--- src/hdl/cmv_pkg.sv ---
// cmv_pkg: shared types, constants and small tables for the cylinder vertex generator.
// Used by cmv_div, cmv_cordic, cmv_seq and cylinder_mesh_vertex_gen. No dependencies.
package cmv_pkg;

  localparam int unsigned FRAC_BITS     = 12;
  localparam int unsigned MAX_DIVISIONS = 1024;
  localparam int unsigned IDX_W         = 10;
  localparam int unsigned DIV_W         = 11;
  localparam int unsigned RAD_W         = 16;
  localparam int unsigned POS_W         = 17;
  localparam int unsigned Y_W           = 13;
  localparam int unsigned TEX_W         = 13;
  localparam int unsigned PH_W          = 32;
  localparam int unsigned CW            = 33;  // CORDIC datapath width
  localparam int unsigned CORDIC_STEPS  = 16;
  localparam int unsigned CORDIC_PER_ST = 2;
  localparam int unsigned DIV_STAGES    = 5;
  localparam longint     CORDIC_X0      = 652032874;
  localparam longint     UNIT30         = 64'sd1 << 30;
  localparam int unsigned CFG_W         = 16;

  localparam logic [TEX_W-1:0] HALF_FX = TEX_W'(1 << (FRAC_BITS - 1));
  localparam logic [TEX_W-1:0] ONE_FX  = TEX_W'(1 << FRAC_BITS);
  localparam logic signed [Y_W-1:0] Y_BOTTOM = -$signed(Y_W'(1 << (FRAC_BITS - 1)));

  localparam logic [3:0] FIRST_CAP  = 4'd0;
  localparam logic [3:0] FIRST_SIDE = 4'd6;
  localparam logic [3:0] LAST_IDX   = 4'd11;

  typedef enum logic [1:0] {
    REG_RADIUS = 2'd0,
    REG_RADIAL = 2'd1,
    REG_HEIGHT = 2'd2
  } reg_idx_e;

  typedef enum logic [1:0] {
    KIND_BOTTOM = 2'd0,
    KIND_TOP    = 2'd1,
    KIND_LOWER  = 2'd2,
    KIND_UPPER  = 2'd3
  } kind_e;

  typedef enum logic [1:0] {PT_CENTER, PT_CUR, PT_NEXT} pt_e;
  typedef enum logic [1:0] {VS_ZERO, VS_ONE, VS_V0, VS_V1} vs_e;

  typedef struct packed {
    pt_e        pt;
    vs_e        vs;
    kind_e      kind;
    logic [1:0] corner;
  } vtx_t;

  typedef struct packed {
    logic [TEX_W-1:0] u;
    logic [TEX_W-1:0] nu;
    logic [TEX_W-1:0] v0;
    logic [TEX_W-1:0] v1;
    logic             jzero;
  } tex_t;

  typedef struct packed {
    logic signed [POS_W-1:0] x0;
    logic signed [POS_W-1:0] z0;
    logic signed [POS_W-1:0] x1;
    logic signed [POS_W-1:0] z1;
    tex_t                    tex;
  } item_t;

  // Vertex recipe: caps first (indices 0-5), then the two side triangles (6-11).
  function automatic vtx_t vtx_of(input logic [3:0] k);
    vtx_t v;
    case (k)
      4'd0:    v = '{PT_CENTER, VS_ZERO, KIND_BOTTOM, 2'd0};
      4'd1:    v = '{PT_NEXT,   VS_ZERO, KIND_BOTTOM, 2'd1};
      4'd2:    v = '{PT_CUR,    VS_ZERO, KIND_BOTTOM, 2'd2};
      4'd3:    v = '{PT_CENTER, VS_ONE,  KIND_TOP,    2'd0};
      4'd4:    v = '{PT_CUR,    VS_ONE,  KIND_TOP,    2'd1};
      4'd5:    v = '{PT_NEXT,   VS_ONE,  KIND_TOP,    2'd2};
      4'd6:    v = '{PT_CUR,    VS_V0,   KIND_LOWER,  2'd0};
      4'd7:    v = '{PT_NEXT,   VS_V0,   KIND_LOWER,  2'd1};
      4'd8:    v = '{PT_CUR,    VS_V1,   KIND_LOWER,  2'd2};
      4'd9:    v = '{PT_CUR,    VS_V1,   KIND_UPPER,  2'd0};
      4'd10:   v = '{PT_NEXT,   VS_V0,   KIND_UPPER,  2'd1};
      default: v = '{PT_NEXT,   VS_V1,   KIND_UPPER,  2'd2};
    endcase
    return v;
  endfunction

  // Arctangent of 2^-k in units of 2^-32 turns.
  function automatic logic [31:0] atan_of(input int unsigned k);
    logic [31:0] a;
    case (k)
      0:       a = 32'd536870912;
      1:       a = 32'd316933406;
      2:       a = 32'd167458908;
      3:       a = 32'd85004756;
      4:       a = 32'd42667335;
      5:       a = 32'd21354465;
      6:       a = 32'd10679838;
      7:       a = 32'd5340245;
      8:       a = 32'd2670163;
      9:       a = 32'd1335087;
      10:      a = 32'd667544;
      11:      a = 32'd333772;
      12:      a = 32'd166886;
      13:      a = 32'd83443;
      14:      a = 32'd41722;
      default: a = 32'd20861;
    endcase
    return a;
  endfunction

endpackage

--- src/hdl/cmv_div.sv ---
// cmv_div: pipelined restoring divider, several quotient bits per stage.
// Depends on cmv_pkg. Divisor must stay put while transactions are in flight.
module cmv_div #(
  parameter int unsigned LW     = 33,
  parameter int unsigned STAGES = 5
) (
  input  logic                      clk_i,
  input  logic                      en_i,
  input  logic [cmv_pkg::DIV_W-1:0] hi_i,   // upper dividend bits, below den_i
  input  logic [LW-1:0]             lo_i,
  input  logic [cmv_pkg::DIV_W-1:0] den_i,
  output logic [LW-1:0]             quo_o
);

  localparam int unsigned DW  = cmv_pkg::DIV_W;
  localparam int unsigned BPS = (LW + STAGES - 1) / STAGES;
  localparam int unsigned PW  = BPS * STAGES;

  logic [DW-1:0] rem_in [STAGES];
  logic [PW-1:0] num_in [STAGES];
  logic [DW-1:0] rem_d  [STAGES];
  logic [PW-1:0] num_d  [STAGES];
  logic [DW-1:0] rem_q  [STAGES];
  logic [PW-1:0] num_q  [STAGES];

  for (genvar s = 0; s < STAGES; s++) begin : g_st
    if (s == 0) begin : g_first
      // low part left-aligned; the first stage skips the pad bits
      assign rem_in[s] = hi_i;
      assign num_in[s] = PW'(lo_i) << (PW - LW);
    end else begin : g_next
      assign rem_in[s] = rem_q[s-1];
      assign num_in[s] = num_q[s-1];
    end

    always_comb begin : step
      logic [DW:0]   r2;
      logic [DW-1:0] r;
      logic [PW-1:0] q;
      r  = rem_in[s];
      q  = num_in[s];
      r2 = '0;
      for (int b = 0; b < BPS; b++) begin
        if (s > 0 || b >= int'(PW - LW)) begin
          r2 = {r, q[PW-1]};
          q  = {q[PW-2:0], 1'b0};
          if (r2 >= {1'b0, den_i}) begin
            r2   = r2 - {1'b0, den_i};
            q[0] = 1'b1;
          end
          r = r2[DW-1:0];
        end
      end
      rem_d[s] = r;
      num_d[s] = q;
    end

    always_ff @(posedge clk_i) begin
      if (en_i) begin
        rem_q[s] <= rem_d[s];
        num_q[s] <= num_d[s];
      end
    end
  end

  assign quo_o = num_q[STAGES-1][LW-1:0];

endmodule

--- config.mk ---
export PLATFORM = sky130hd
export DESIGN_NAME = cmv_div
export DESIGN_NICKNAME = d
export VERILOG_FILES = /design/src/hdl/cmv_pkg.sv /design/src/hdl/cmv_div.sv
export SDC_FILE = /design/constraint.sdc
export NUM_CORES = 1
export LEC_CHECK = 0
export BUFFER_PORTS_ARGS = -buffer_cell sky130_fd_sc_hd__buf_4
export CAP_MARGIN = 20
export CORE_UTILIZATION = 30
export CTS_CLUSTER_DIAMETER = 200
export DETAILED_ROUTE_END_ITERATION = 7
export PLACE_DENSITY = 0.4
export SLEW_MARGIN = 25
export SYNTH_ARGS = -nofsm -noshare
export SYNTH_HDL_FRONTEND = slang
export SYNTH_SLANG_ARGS = --single-unit
--- constraint.sdc ---
create_clock -name clk_i -period 33.6 [get_ports clk_i]
set_input_delay 6.72 -clock clk_i [delete_from_list [all_inputs] [get_ports clk_i]]
set_output_delay 6.72 -clock clk_i [all_outputs]
set_load 0.02 [all_outputs]
==> results.txt <==
fmax = 0.0380 GHz
antenna fix cells = 0
# rows = 109
Max Slew Vio Count = 0
final setup skew = 0.0249 ns
Final Critical Period = 26.33 ns
Worst Hold Class = reg -> reg
worst reg2reg path endpoint = rem_q[0][14]$_DFFE_PP_
layout cells sized above 1 = 0.132
DP Area = 28900 um2
TNS Setup = 0 ns
clock root buffer = clkbuf_16
Initial Util = 0.303
GRT Total Usage = 0.181
Pre-Repair DR Iteration Count = 5
Ys Warns = 0
CTS tree = yes
Final Hold Fails = 0
Die W = 301 um
GP Congestion = 0.853
Post-synth EDFFs = 209
clk_lat worst skew = 0.62 ns
post-synth design cell area = 26800 um2
syn avg cell area = 8.91 um2
synth top area cells = edfxtp_1 23%, ha_1 17%, mux2_2 6.6%, xnor2_1 4.3%, o21ai_0 3.6%
CP max stage cell = a221oi_1
clock transition at the registers of the reported paths = 0.07 ns
largest net degree at the start of global routing = 91
Top Metal Used = met4
Unique masters post-synth = 98
Met3 Wirelength = 2.67 mm
initial antenna violation count = 1
Synth Instances = 3001
Final #Nets = 3562
Residual DRC = 0
final std cells w/o fill = 4295
total global routing overflow = 0
# H-tree levels = 1
Area growth syn-to-layout = 11.5%
1st-iter DRT viols = 1287
drt total wl = 83.1 mm
final instance area = 29800 um2
RSZ-0062 raised after global routing = no
Reg2Reg Setup Slack = 13.65 ns
ys async rst share = 0
Crit Path Max Fanout = 29
Buffers on Ports = 89
Max Cap Viol = 0
post-synth top area cell = edfxtp_1
Syn Nets = 3453
CP endpoint kind = flop
Critical Path RT = 33.97 ns
Synth Flop Type = edfxtp_1
IO Count = 90
Vias/cell = 5.35
wire length on met1 = 39.8 mm
final core utilization = 0.337
Num CTS Buffers = 28
Worst EP arrival = 26.70 ns
Max Root-Sink Buffers = 3
Core Box Area = 88400 um2
worst slew pin tran = 1.02 ns
first-pass GRT wire length = 129 mm
met2 routed wirelength = 38.9 mm
vias in the first global route = 22500
worst hold stages = 0
startpoint types = input port
post-CTS sizing = 0
Reg-to-Reg Start = num_q[0][34]$_DFFE_PP_
Detail Route Antenna Nets = 0
most numerous cell in the Yosys netlist = ha_1
filler cell count = 9217
sequential share of the synthesized area = 0.235
# Post-CTS Setup Buffers = 0
Tcrit/Tclk final = 0.784
final setup violation count = 0
max incr delay on CP = 0.80 ns
share of the synthesized area in the top cell type = 0.235
drt wl/cell = 19.3 um
relative slew slack = 0.315
Hold EP = num_q[0][165]$_DFFE_PP_
Hold Buf Count CTS = 0
DIE AREA = 90400 um2
critical path class = in -> reg
clock sinks = 209
Die Ht = 301 um
Post-DP HPWL = 63.1 mm
Synth Register Bits = 209
Hold Startpoint = num_q[0][123]$_DFFE_PP_
R2R depth = 73
Vias = 23000
Most common cell on crit path = o21ai_0
Commonest cells post-synth = 363 x ha_1, 254 x nor2_1, 213 x inv_1
dpl cells = 4245
status = complete, no violations
## logic make-up (layout without fill, tap and decap cells)
logic type,Yosys count,count (layout),share of synthesized area
adder cells (fa/ha/maj),395,395,0.194
AND/OR/NAND/NOR,866,866,0.160
flip-flops,209,209,0.235
XOR/XNOR,193,193,0.0635
multiplexers,236,236,0.0979
AO/OA/AOI/OAI,834,834,0.211
buffers and inverters,268,397,0.0399
## metrics by stage
| step | setup WS (ns) | hold slack (ns) |
|---|---|---|
| after CTS | 7.41 | 0.419 |
| after detailed placement | 6.81 | 0.405 |
| final | 7.27 | 0.417 |
| after global routing | 5.40 | 0.421 |
| after global placement | 6.67 | 0.401 |
| after floorplan | 10.17 | 0.400 |
## routing by layer
layer	track usage	up-vias
li1	-	11500
met1	0.246	11000
met2	0.307	435
met3	0.0173	96
met4	0.0445	0
met5	0	-
## final cells by class
type,count,area (um2),share of cell area
clock buffers,30,708,0.0237
clock inverters,20,190,0.00638
inverters,225,848,0.0284
multi-input cells,2524,19400,0.651
flip-flops and latches,209,6280,0.210
well taps,1165,1460,0.0489
repair buffers,122,923,0.0310
## flip-flops by register name, indices dropped and copies added (netlist names)
signal,count
rem_q,44
num_q,165
## worst max-delay path: cells and delay by family
| kind | cells | cell delay, ns |
|---|---|---|
| AND/OR/NAND/NOR | 13 | 2.13 |
| multiplexers | 2 | 0.72 |
| buffers and inverters | 10 | 2.28 |
| AO/OA/AOI/OAI | 41 | 11.67 |
| adder cells (fa/ha/maj) | 8 | 3.10 |
## cell usage in the layout (no fill, tap or decap), types with 48 or more instances in the layout
master,netlist,final
nand3_1,55,55
inv_1,213,203
mux2_2,157,157
nand2_1,183,183
nor2_1,254,254
o21ai_0,194,194
o21a_1,50,50
ha_1,363,363
nor3_1,74,74
mux2i_1,68,68
a21oi_1,175,175
xor2_1,60,60
a21o_1,86,86
nand4_1,55,55
buf_4,5,121
nand2b_1,48,48
edfxtp_1,209,209
nor2b_1,68,68
xnor2_1,132,132
## worst max path at each step
stage | startpoint | end | cells after the start
detailed placement | den_i[1] | rem_q[0][14]$_DFFE_PP_ | 74
global route | den_i[0] | rem_q[0][13]$_DFFE_PP_ | 73
CTS | den_i[1] | rem_q[0][14]$_DFFE_PP_ | 74
global placement | den_i[1] | rem_q[0][18]$_DFFE_PP_ | 72
floorplan | den_i[1] | rem_q[0][36]$_DFFE_PP_ | 78
finish | den_i[0] | rem_q[0][14]$_DFFE_PP_ | 74
Power is not shown: default switching activity piles up to over one toggle a cycle in this logic, so the estimate is an artifact.
