$ cat src/hdl/cmv_pkg.sv
// cmv_pkg: shared types, constants and small tables for the cylinder vertex generator.
// Used by cmv_div, cmv_cordic, cmv_seq and cylinder_mesh_vertex_gen. No dependencies.
package cmv_pkg;

  localparam int unsigned FRAC_BITS     = 12;
  localparam int unsigned MAX_DIVISIONS = 1024;
  localparam int unsigned IDX_W         = 10;
  localparam int unsigned DIV_W         = 11;
  localparam int unsigned RAD_W         = 16;
  localparam int unsigned POS_W         = 17;
  localparam int unsigned Y_W           = 13;
  localparam int unsigned TEX_W         = 13;
  localparam int unsigned PH_W          = 32;
  localparam int unsigned CW            = 33;  // CORDIC datapath width
  localparam int unsigned CORDIC_STEPS  = 16;
  localparam int unsigned CORDIC_PER_ST = 2;
  localparam int unsigned DIV_STAGES    = 5;
  localparam longint     CORDIC_X0      = 652032874;
  localparam longint     UNIT30         = 64'sd1 << 30;
  localparam int unsigned CFG_W         = 16;

  localparam logic [TEX_W-1:0] HALF_FX = TEX_W'(1 << (FRAC_BITS - 1));
  localparam logic [TEX_W-1:0] ONE_FX  = TEX_W'(1 << FRAC_BITS);
  localparam logic signed [Y_W-1:0] Y_BOTTOM = -$signed(Y_W'(1 << (FRAC_BITS - 1)));

  localparam logic [3:0] FIRST_CAP  = 4'd0;
  localparam logic [3:0] FIRST_SIDE = 4'd6;
  localparam logic [3:0] LAST_IDX   = 4'd11;

  typedef enum logic [1:0] {
    REG_RADIUS = 2'd0,
    REG_RADIAL = 2'd1,
    REG_HEIGHT = 2'd2
  } reg_idx_e;

  typedef enum logic [1:0] {
    KIND_BOTTOM = 2'd0,
    KIND_TOP    = 2'd1,
    KIND_LOWER  = 2'd2,
    KIND_UPPER  = 2'd3
  } kind_e;

  typedef enum logic [1:0] {PT_CENTER, PT_CUR, PT_NEXT} pt_e;
  typedef enum logic [1:0] {VS_ZERO, VS_ONE, VS_V0, VS_V1} vs_e;

  typedef struct packed {
    pt_e        pt;
    vs_e        vs;
    kind_e      kind;
    logic [1:0] corner;
  } vtx_t;

  typedef struct packed {
    logic [TEX_W-1:0] u;
    logic [TEX_W-1:0] nu;
    logic [TEX_W-1:0] v0;
    logic [TEX_W-1:0] v1;
    logic             jzero;
  } tex_t;

  typedef struct packed {
    logic signed [POS_W-1:0] x0;
    logic signed [POS_W-1:0] z0;
    logic signed [POS_W-1:0] x1;
    logic signed [POS_W-1:0] z1;
    tex_t                    tex;
  } item_t;

  // Vertex recipe: caps first (indices 0-5), then the two side triangles (6-11).
  function automatic vtx_t vtx_of(input logic [3:0] k);
    vtx_t v;
    case (k)
      4'd0:    v = '{PT_CENTER, VS_ZERO, KIND_BOTTOM, 2'd0};
      4'd1:    v = '{PT_NEXT,   VS_ZERO, KIND_BOTTOM, 2'd1};
      4'd2:    v = '{PT_CUR,    VS_ZERO, KIND_BOTTOM, 2'd2};
      4'd3:    v = '{PT_CENTER, VS_ONE,  KIND_TOP,    2'd0};
      4'd4:    v = '{PT_CUR,    VS_ONE,  KIND_TOP,    2'd1};
      4'd5:    v = '{PT_NEXT,   VS_ONE,  KIND_TOP,    2'd2};
      4'd6:    v = '{PT_CUR,    VS_V0,   KIND_LOWER,  2'd0};
      4'd7:    v = '{PT_NEXT,   VS_V0,   KIND_LOWER,  2'd1};
      4'd8:    v = '{PT_CUR,    VS_V1,   KIND_LOWER,  2'd2};
      4'd9:    v = '{PT_CUR,    VS_V1,   KIND_UPPER,  2'd0};
      4'd10:   v = '{PT_NEXT,   VS_V0,   KIND_UPPER,  2'd1};
      default: v = '{PT_NEXT,   VS_V1,   KIND_UPPER,  2'd2};
    endcase
    return v;
  endfunction

  // Arctangent of 2^-k in units of 2^-32 turns.
  function automatic logic [31:0] atan_of(input int unsigned k);
    logic [31:0] a;
    case (k)
      0:       a = 32'd536870912;
      1:       a = 32'd316933406;
      2:       a = 32'd167458908;
      3:       a = 32'd85004756;
      4:       a = 32'd42667335;
      5:       a = 32'd21354465;
      6:       a = 32'd10679838;
      7:       a = 32'd5340245;
      8:       a = 32'd2670163;
      9:       a = 32'd1335087;
      10:      a = 32'd667544;
      11:      a = 32'd333772;
      12:      a = 32'd166886;
      13:      a = 32'd83443;
      14:      a = 32'd41722;
      default: a = 32'd20861;
    endcase
    return a;
  endfunction

endpackage

$ cat src/hdl/cmv_seq.sv
// cmv_seq: holds one finished item and sends its vertices, one per cycle.
// Depends on cmv_pkg (vertex recipe, item type).
module cmv_seq (
  input  logic                             clk_i,
  input  logic                             rst_ni,
  input  logic                             load_i,
  input  cmv_pkg::item_t                   item_i,
  output logic                             ready_o,
  output logic                             vtx_valid_o,
  output logic signed [cmv_pkg::POS_W-1:0] pos_x_o,
  output logic signed [cmv_pkg::Y_W-1:0]   pos_y_o,
  output logic signed [cmv_pkg::POS_W-1:0] pos_z_o,
  output logic [cmv_pkg::TEX_W-1:0]        tex_u_o,
  output logic [cmv_pkg::TEX_W-1:0]        tex_v_o,
  output logic [1:0]                       tri_kind_o,
  output logic [1:0]                       corner_o,
  output logic                             last_vertex_o
);

  localparam int unsigned TW = cmv_pkg::TEX_W;

  logic                 active_q;
  logic [3:0]           cnt_q;
  cmv_pkg::item_t       item_q;
  logic                 valid_q, last_q;
  logic signed [cmv_pkg::POS_W-1:0] x_q, z_q;
  logic signed [cmv_pkg::Y_W-1:0]   y_q;
  logic [TW-1:0]        u_q, v_q;
  logic [1:0]           kind_q, corner_q;

  cmv_pkg::vtx_t                    vtx;
  logic                             last;
  logic signed [cmv_pkg::POS_W-1:0] x_d, z_d;
  logic [TW-1:0]                    u_d, v_d;
  logic signed [TW:0]               yw;

  always_comb begin
    vtx  = cmv_pkg::vtx_of(cnt_q);
    last = (cnt_q == cmv_pkg::LAST_IDX);
    case (vtx.pt)
      cmv_pkg::PT_CUR:  begin x_d = item_q.x0; z_d = item_q.z0; u_d = item_q.tex.u;  end
      cmv_pkg::PT_NEXT: begin x_d = item_q.x1; z_d = item_q.z1; u_d = item_q.tex.nu; end
      default:          begin x_d = '0;        z_d = '0;        u_d = item_q.tex.u;  end
    endcase
    case (vtx.vs)
      cmv_pkg::VS_ONE: v_d = cmv_pkg::ONE_FX;
      cmv_pkg::VS_V0:  v_d = item_q.tex.v0;
      cmv_pkg::VS_V1:  v_d = item_q.tex.v1;
      default:         v_d = '0;
    endcase
    // y tracks v: y = v - 0.5
    yw = $signed({1'b0, v_d}) - $signed({1'b0, cmv_pkg::HALF_FX});
  end

  assign ready_o = !active_q || last;

  always_ff @(posedge clk_i or negedge rst_ni) begin
    if (!rst_ni) begin
      active_q <= 1'b0;
      cnt_q    <= '0;
      valid_q  <= 1'b0;
    end else begin
      valid_q <= active_q;
      if (load_i) begin
        active_q <= 1'b1;
        cnt_q    <= item_i.tex.jzero ? cmv_pkg::FIRST_CAP : cmv_pkg::FIRST_SIDE;
      end else if (active_q) begin
        cnt_q <= cnt_q + 4'd1;
        if (last) active_q <= 1'b0;
      end
    end
  end

  always_ff @(posedge clk_i) begin
    if (load_i) item_q <= item_i;
    if (active_q) begin
      x_q      <= x_d;
      y_q      <= yw[cmv_pkg::Y_W-1:0];
      z_q      <= z_d;
      u_q      <= u_d;
      v_q      <= v_d;
      kind_q   <= vtx.kind;
      corner_q <= vtx.corner;
      last_q   <= last;
    end
  end

  assign vtx_valid_o   = valid_q;
  assign pos_x_o       = x_q;
  assign pos_y_o       = y_q;
  assign pos_z_o       = z_q;
  assign tex_u_o       = u_q;
  assign tex_v_o       = v_q;
  assign tri_kind_o    = kind_q;
  assign corner_o      = corner_q;
  assign last_vertex_o = last_q;

endmodule

$ cat config.mk
export PLATFORM = sky130hd
export DESIGN_NAME = cmv_seq
export DESIGN_NICKNAME = d
export VERILOG_FILES = /design/src/hdl/cmv_pkg.sv /design/src/hdl/cmv_seq.sv
export SDC_FILE = /design/constraint.sdc
export NUM_CORES = 1
export LEC_CHECK = 0
export BUFFER_PORTS_ARGS = -buffer_cell sky130_fd_sc_hd__buf_2
export CELL_PAD_IN_SITES_DETAIL_PLACEMENT = 0
export CELL_PAD_IN_SITES_GLOBAL_PLACEMENT = 1
export CORE_AREA = 5 5 158 130
export DETAILED_ROUTE_END_ITERATION = 8
export DIE_AREA = 0 0 163 135
export HOLD_SLACK_MARGIN = 0.12
export PLACE_DENSITY = 0.71
export SYNTH_ARGS = -nofsm -noshare
export SYNTH_HDL_FRONTEND = slang
export SYNTH_SLANG_ARGS = --single-unit
$ cat constraint.sdc
create_clock -name clk_i -period 2.3 [get_ports clk_i]
set_input_delay 0.23 -clock clk_i [delete_from_list [all_inputs] [get_ports clk_i]]
set_output_delay 0.23 -clock clk_i [all_outputs]
set_load 0.03 [all_outputs]
==> flow_summary.yaml <==
run_status:
  outcome: "completed"
place:
  postPlaceCellArea_um2: 8290
  place.gp.congestion: 0.756
  hpwl_um: 10300
  place.port_buffers: 203
timing:
  max_clock_freq_ghz: 0.470
  min_period_over_period_pct: 92.6
  hold_viol_final: 0
  grt_setup_unrepaired: "false"
  min_period_ns: 2.13
  setup_viol: 0
  final.setup.tns_ns: 0
  maxSlewViolCount: 0
  tightest_slew_ns: 0.720
  timing.hold.ws_ns: 0.159
  fin_skew_ns: 0.0199
  slew_headroom_pct: 51.9
global_route:
  grtUsageTotal_pct: 15.2
  grt_pass1_vias: 4692
  antenna_found_initial: 0
  grt-ovfl-total: 0
  grt_pass1_wl_um: 25400
  grt_max_degree: 51
cts:
  cts-root-buf: "clkbuf_16"
  clock_latency_ns: 0.43
  cts_htree_levels: 4
  cts_sinks: 193
  cts_tree: "built"
  numCtsBuffers: 17
  clkSlewWorstSetupHoldPaths_ns: 0.08
  cts_max_path_buffers: 2
  postCtsSetupBuffers: 0
routing:
  first_pass_iters: 4
  drc: 0
  vias: 4436
  drt-initial-drc-count: 200
  routed_wirelength_um: 16700
  post_drt_wl_per_cell_um: 17.0
  ant_nets: 0
  vias_per_cell: 4.53
yosys:
  ys_ff_latch: 193
  synth.avg_cell_area_um2: 18.3
  synthTopCellsByArea: "edfxtp_1 (80%), a22oi_1 (3.8%), mux2_2 (2.3%)"
  ys_warn_count: 0
  synthArstFlopShare_pct: 3.11
  netlist.top_cell.by_area: "edfxtp_1"
  synth-edff-count: 187
  synth_most_common_cell: "edfxtp_1"
  synthCells: 381
  ys_seq_area_share_pct: 82.6
  netlist_top_cells_count: "edfxtp_1 (187), nor2_1 (42), a22oi_1 (35)"
  synth_ff_type: "edfxtp_1"
  synthesis.nets: 512
  yosys.cell_types.count: 29
  syn_area_um2: 6980
  synth.top_cell.area_share_pct: 80.4
floorplan:
  ios: 204
  die_height_um: 135
  die_width_um: 163
  placement_rows: 45
  initial_core_util_pct: 37.4
  die-area_um2: 22000
  coreArea_um2: 18700
job:
  max_cap_violations: 0
pwr:
  worst_ir_drop_vdd_mv: 0.589
  p_per_area_nw_per_um2: 940
  p_leak_nw: 4.20
finish:
  fillCellCount: 1500
  drive_gt1_share_pct: 37.0
  syn_to_final_growth_pct: 45.5
  finalInstanceArea_um2: 10200
  finish.net_count: 840
  diodes: 0
setup_path:
  crit_start: "cnt_q[0]$_DFFE_PN0P_"
  setup.worst_path.class: "flop to flop"
  cp_max_fo: 27
  path_buf_inv: 3
  critical_path.endpoint_type: "flop"
  path_delay_family: "flip-flops"
  slowest_stage: "dfrtp_1"
  critPathArrivalTime_ns: 2.31
  start_kind: "flop"
  critical_path_required_ns: 2.48
  slowest_delay_ns: 0.45
  crit_path_cell_trace: "inv_1 -> ha_1 -> a21oi_1 -> o22ai_1 -> inv_1 -> ha_2 -> buf_12 -> mux2_2"
  reg2reg_from: "cnt_q[0]$_DFFE_PN0P_"
  cp_common_cell: "inv_1"
min_path:
  hp-class: "input pin to async pin"
[stage by stage]
step                      power (mW)  util [%]  instances  worst slack [ns]
after floorplan                 5.73         -        381             0.131
final                           9.56      54.4        980             0.170
after global routing            9.96      54.4        980            0.0294
after detailed placement        6.34      44.3        825            0.0867
after global placement          6.32      44.3        825             0.184
after CTS                       9.64      54.3        980            0.0658
[sequential cells by signal, summed over array words and instances, names as in the netlist]
register,cells
active_q,1
corner_o,2
cnt_q,4
vtx_valid_o,1
pos_z_o,17
tex_u_o,13
item_q,120
pos_y_o,13
tex_v_o,2
last_vertex_o,1
tri_kind_o,2
pos_x_o,17
[final timing paths]
kind / to / slack (ns) / cells after the start
max: tex_u_o[0]$_DFFE_PP_ / 0.17 / 8
min: cnt_q[1]$_DFFE_PN0P_ / 0.16 / 2
max reg2reg: tex_u_o[0]$_DFFE_PP_ / 0.17 / 8
min reg2reg: pos_y_o[7]$_DFFE_PP_ / 0.53 / 1
max in group asynchronous: active_q$_DFF_PN0_ / 1.97 / 2
min in group clk_i: item_q[28]$_DFFE_PP_ / 0.50 / 2
[layer usage]
layer / track usage (%) / part of all wire (%) / up-vias
met3: 5.19 / 8.3 / 19
met1: 19.9 / 43 / 2111
met2: 24.4 / 48 / 199
li1: - / - / 2107
met4: 4.01 / 1.4 / 0
met5: 0 / 0 / -
[cells in the final DEF, fill, tap and decap left out, types with 5 or more instances in the layout]
cell           synthesis  routed
a21oi_1                5       5
a22o_1                11      11
a22oi_1               35      35
buf_2                  2     202
buf_4                 11      12
clkbuf_16              0      17
clkinv_8               0       5
dfrtp_1                6       5
dlygate4sd3_1          0     123
edfxtp_1             187     187
ha_1                   7       6
inv_1                 10      10
mux2_2                14      14
nand2_1                6       6
nor2_1                42      42
o21ai_0                7       6
[what timing repair did]
item                                    CTS  global route
hold endpoints to repair                135             0
endpoints found under the setup margin    0            47
hold buffers                            123             0
resized for setup                         0             2
[cells by family after synthesis]
| family | synth area share, % |
|---|---|
| mux | 2.54 |
| buf+inv | 3.05 |
| simple gates | 3.24 |
| fa+ha+maj | 1.25 |
| flops | 82.6 |
| xor+xnor | 0.502 |
| compound gates | 6.84 |
[power by group]
| group | leakage (nW) | internal [mW] | switching (mW) |
|---|---|---|---|
| Combinational | 1.88 | 0.680 | 1.23 |
| Clock | 0.304 | 1.68 | 1.44 |
| Sequential | 2.01 | 4.36 | 0.162 |
[cell type report]
class	count	area [um^2]	share of cell area, %
clock buffers	17	425	4.19
clock inverters	15	216	2.13
inverters	10	37.5	0.369
multi-input cells	147	1010	9.91
flip-flops and latches	193	5770	56.8
well taps	258	323	3.18
repair buffers	340	2380	23.5
Power figures use the tool's default switching activity.
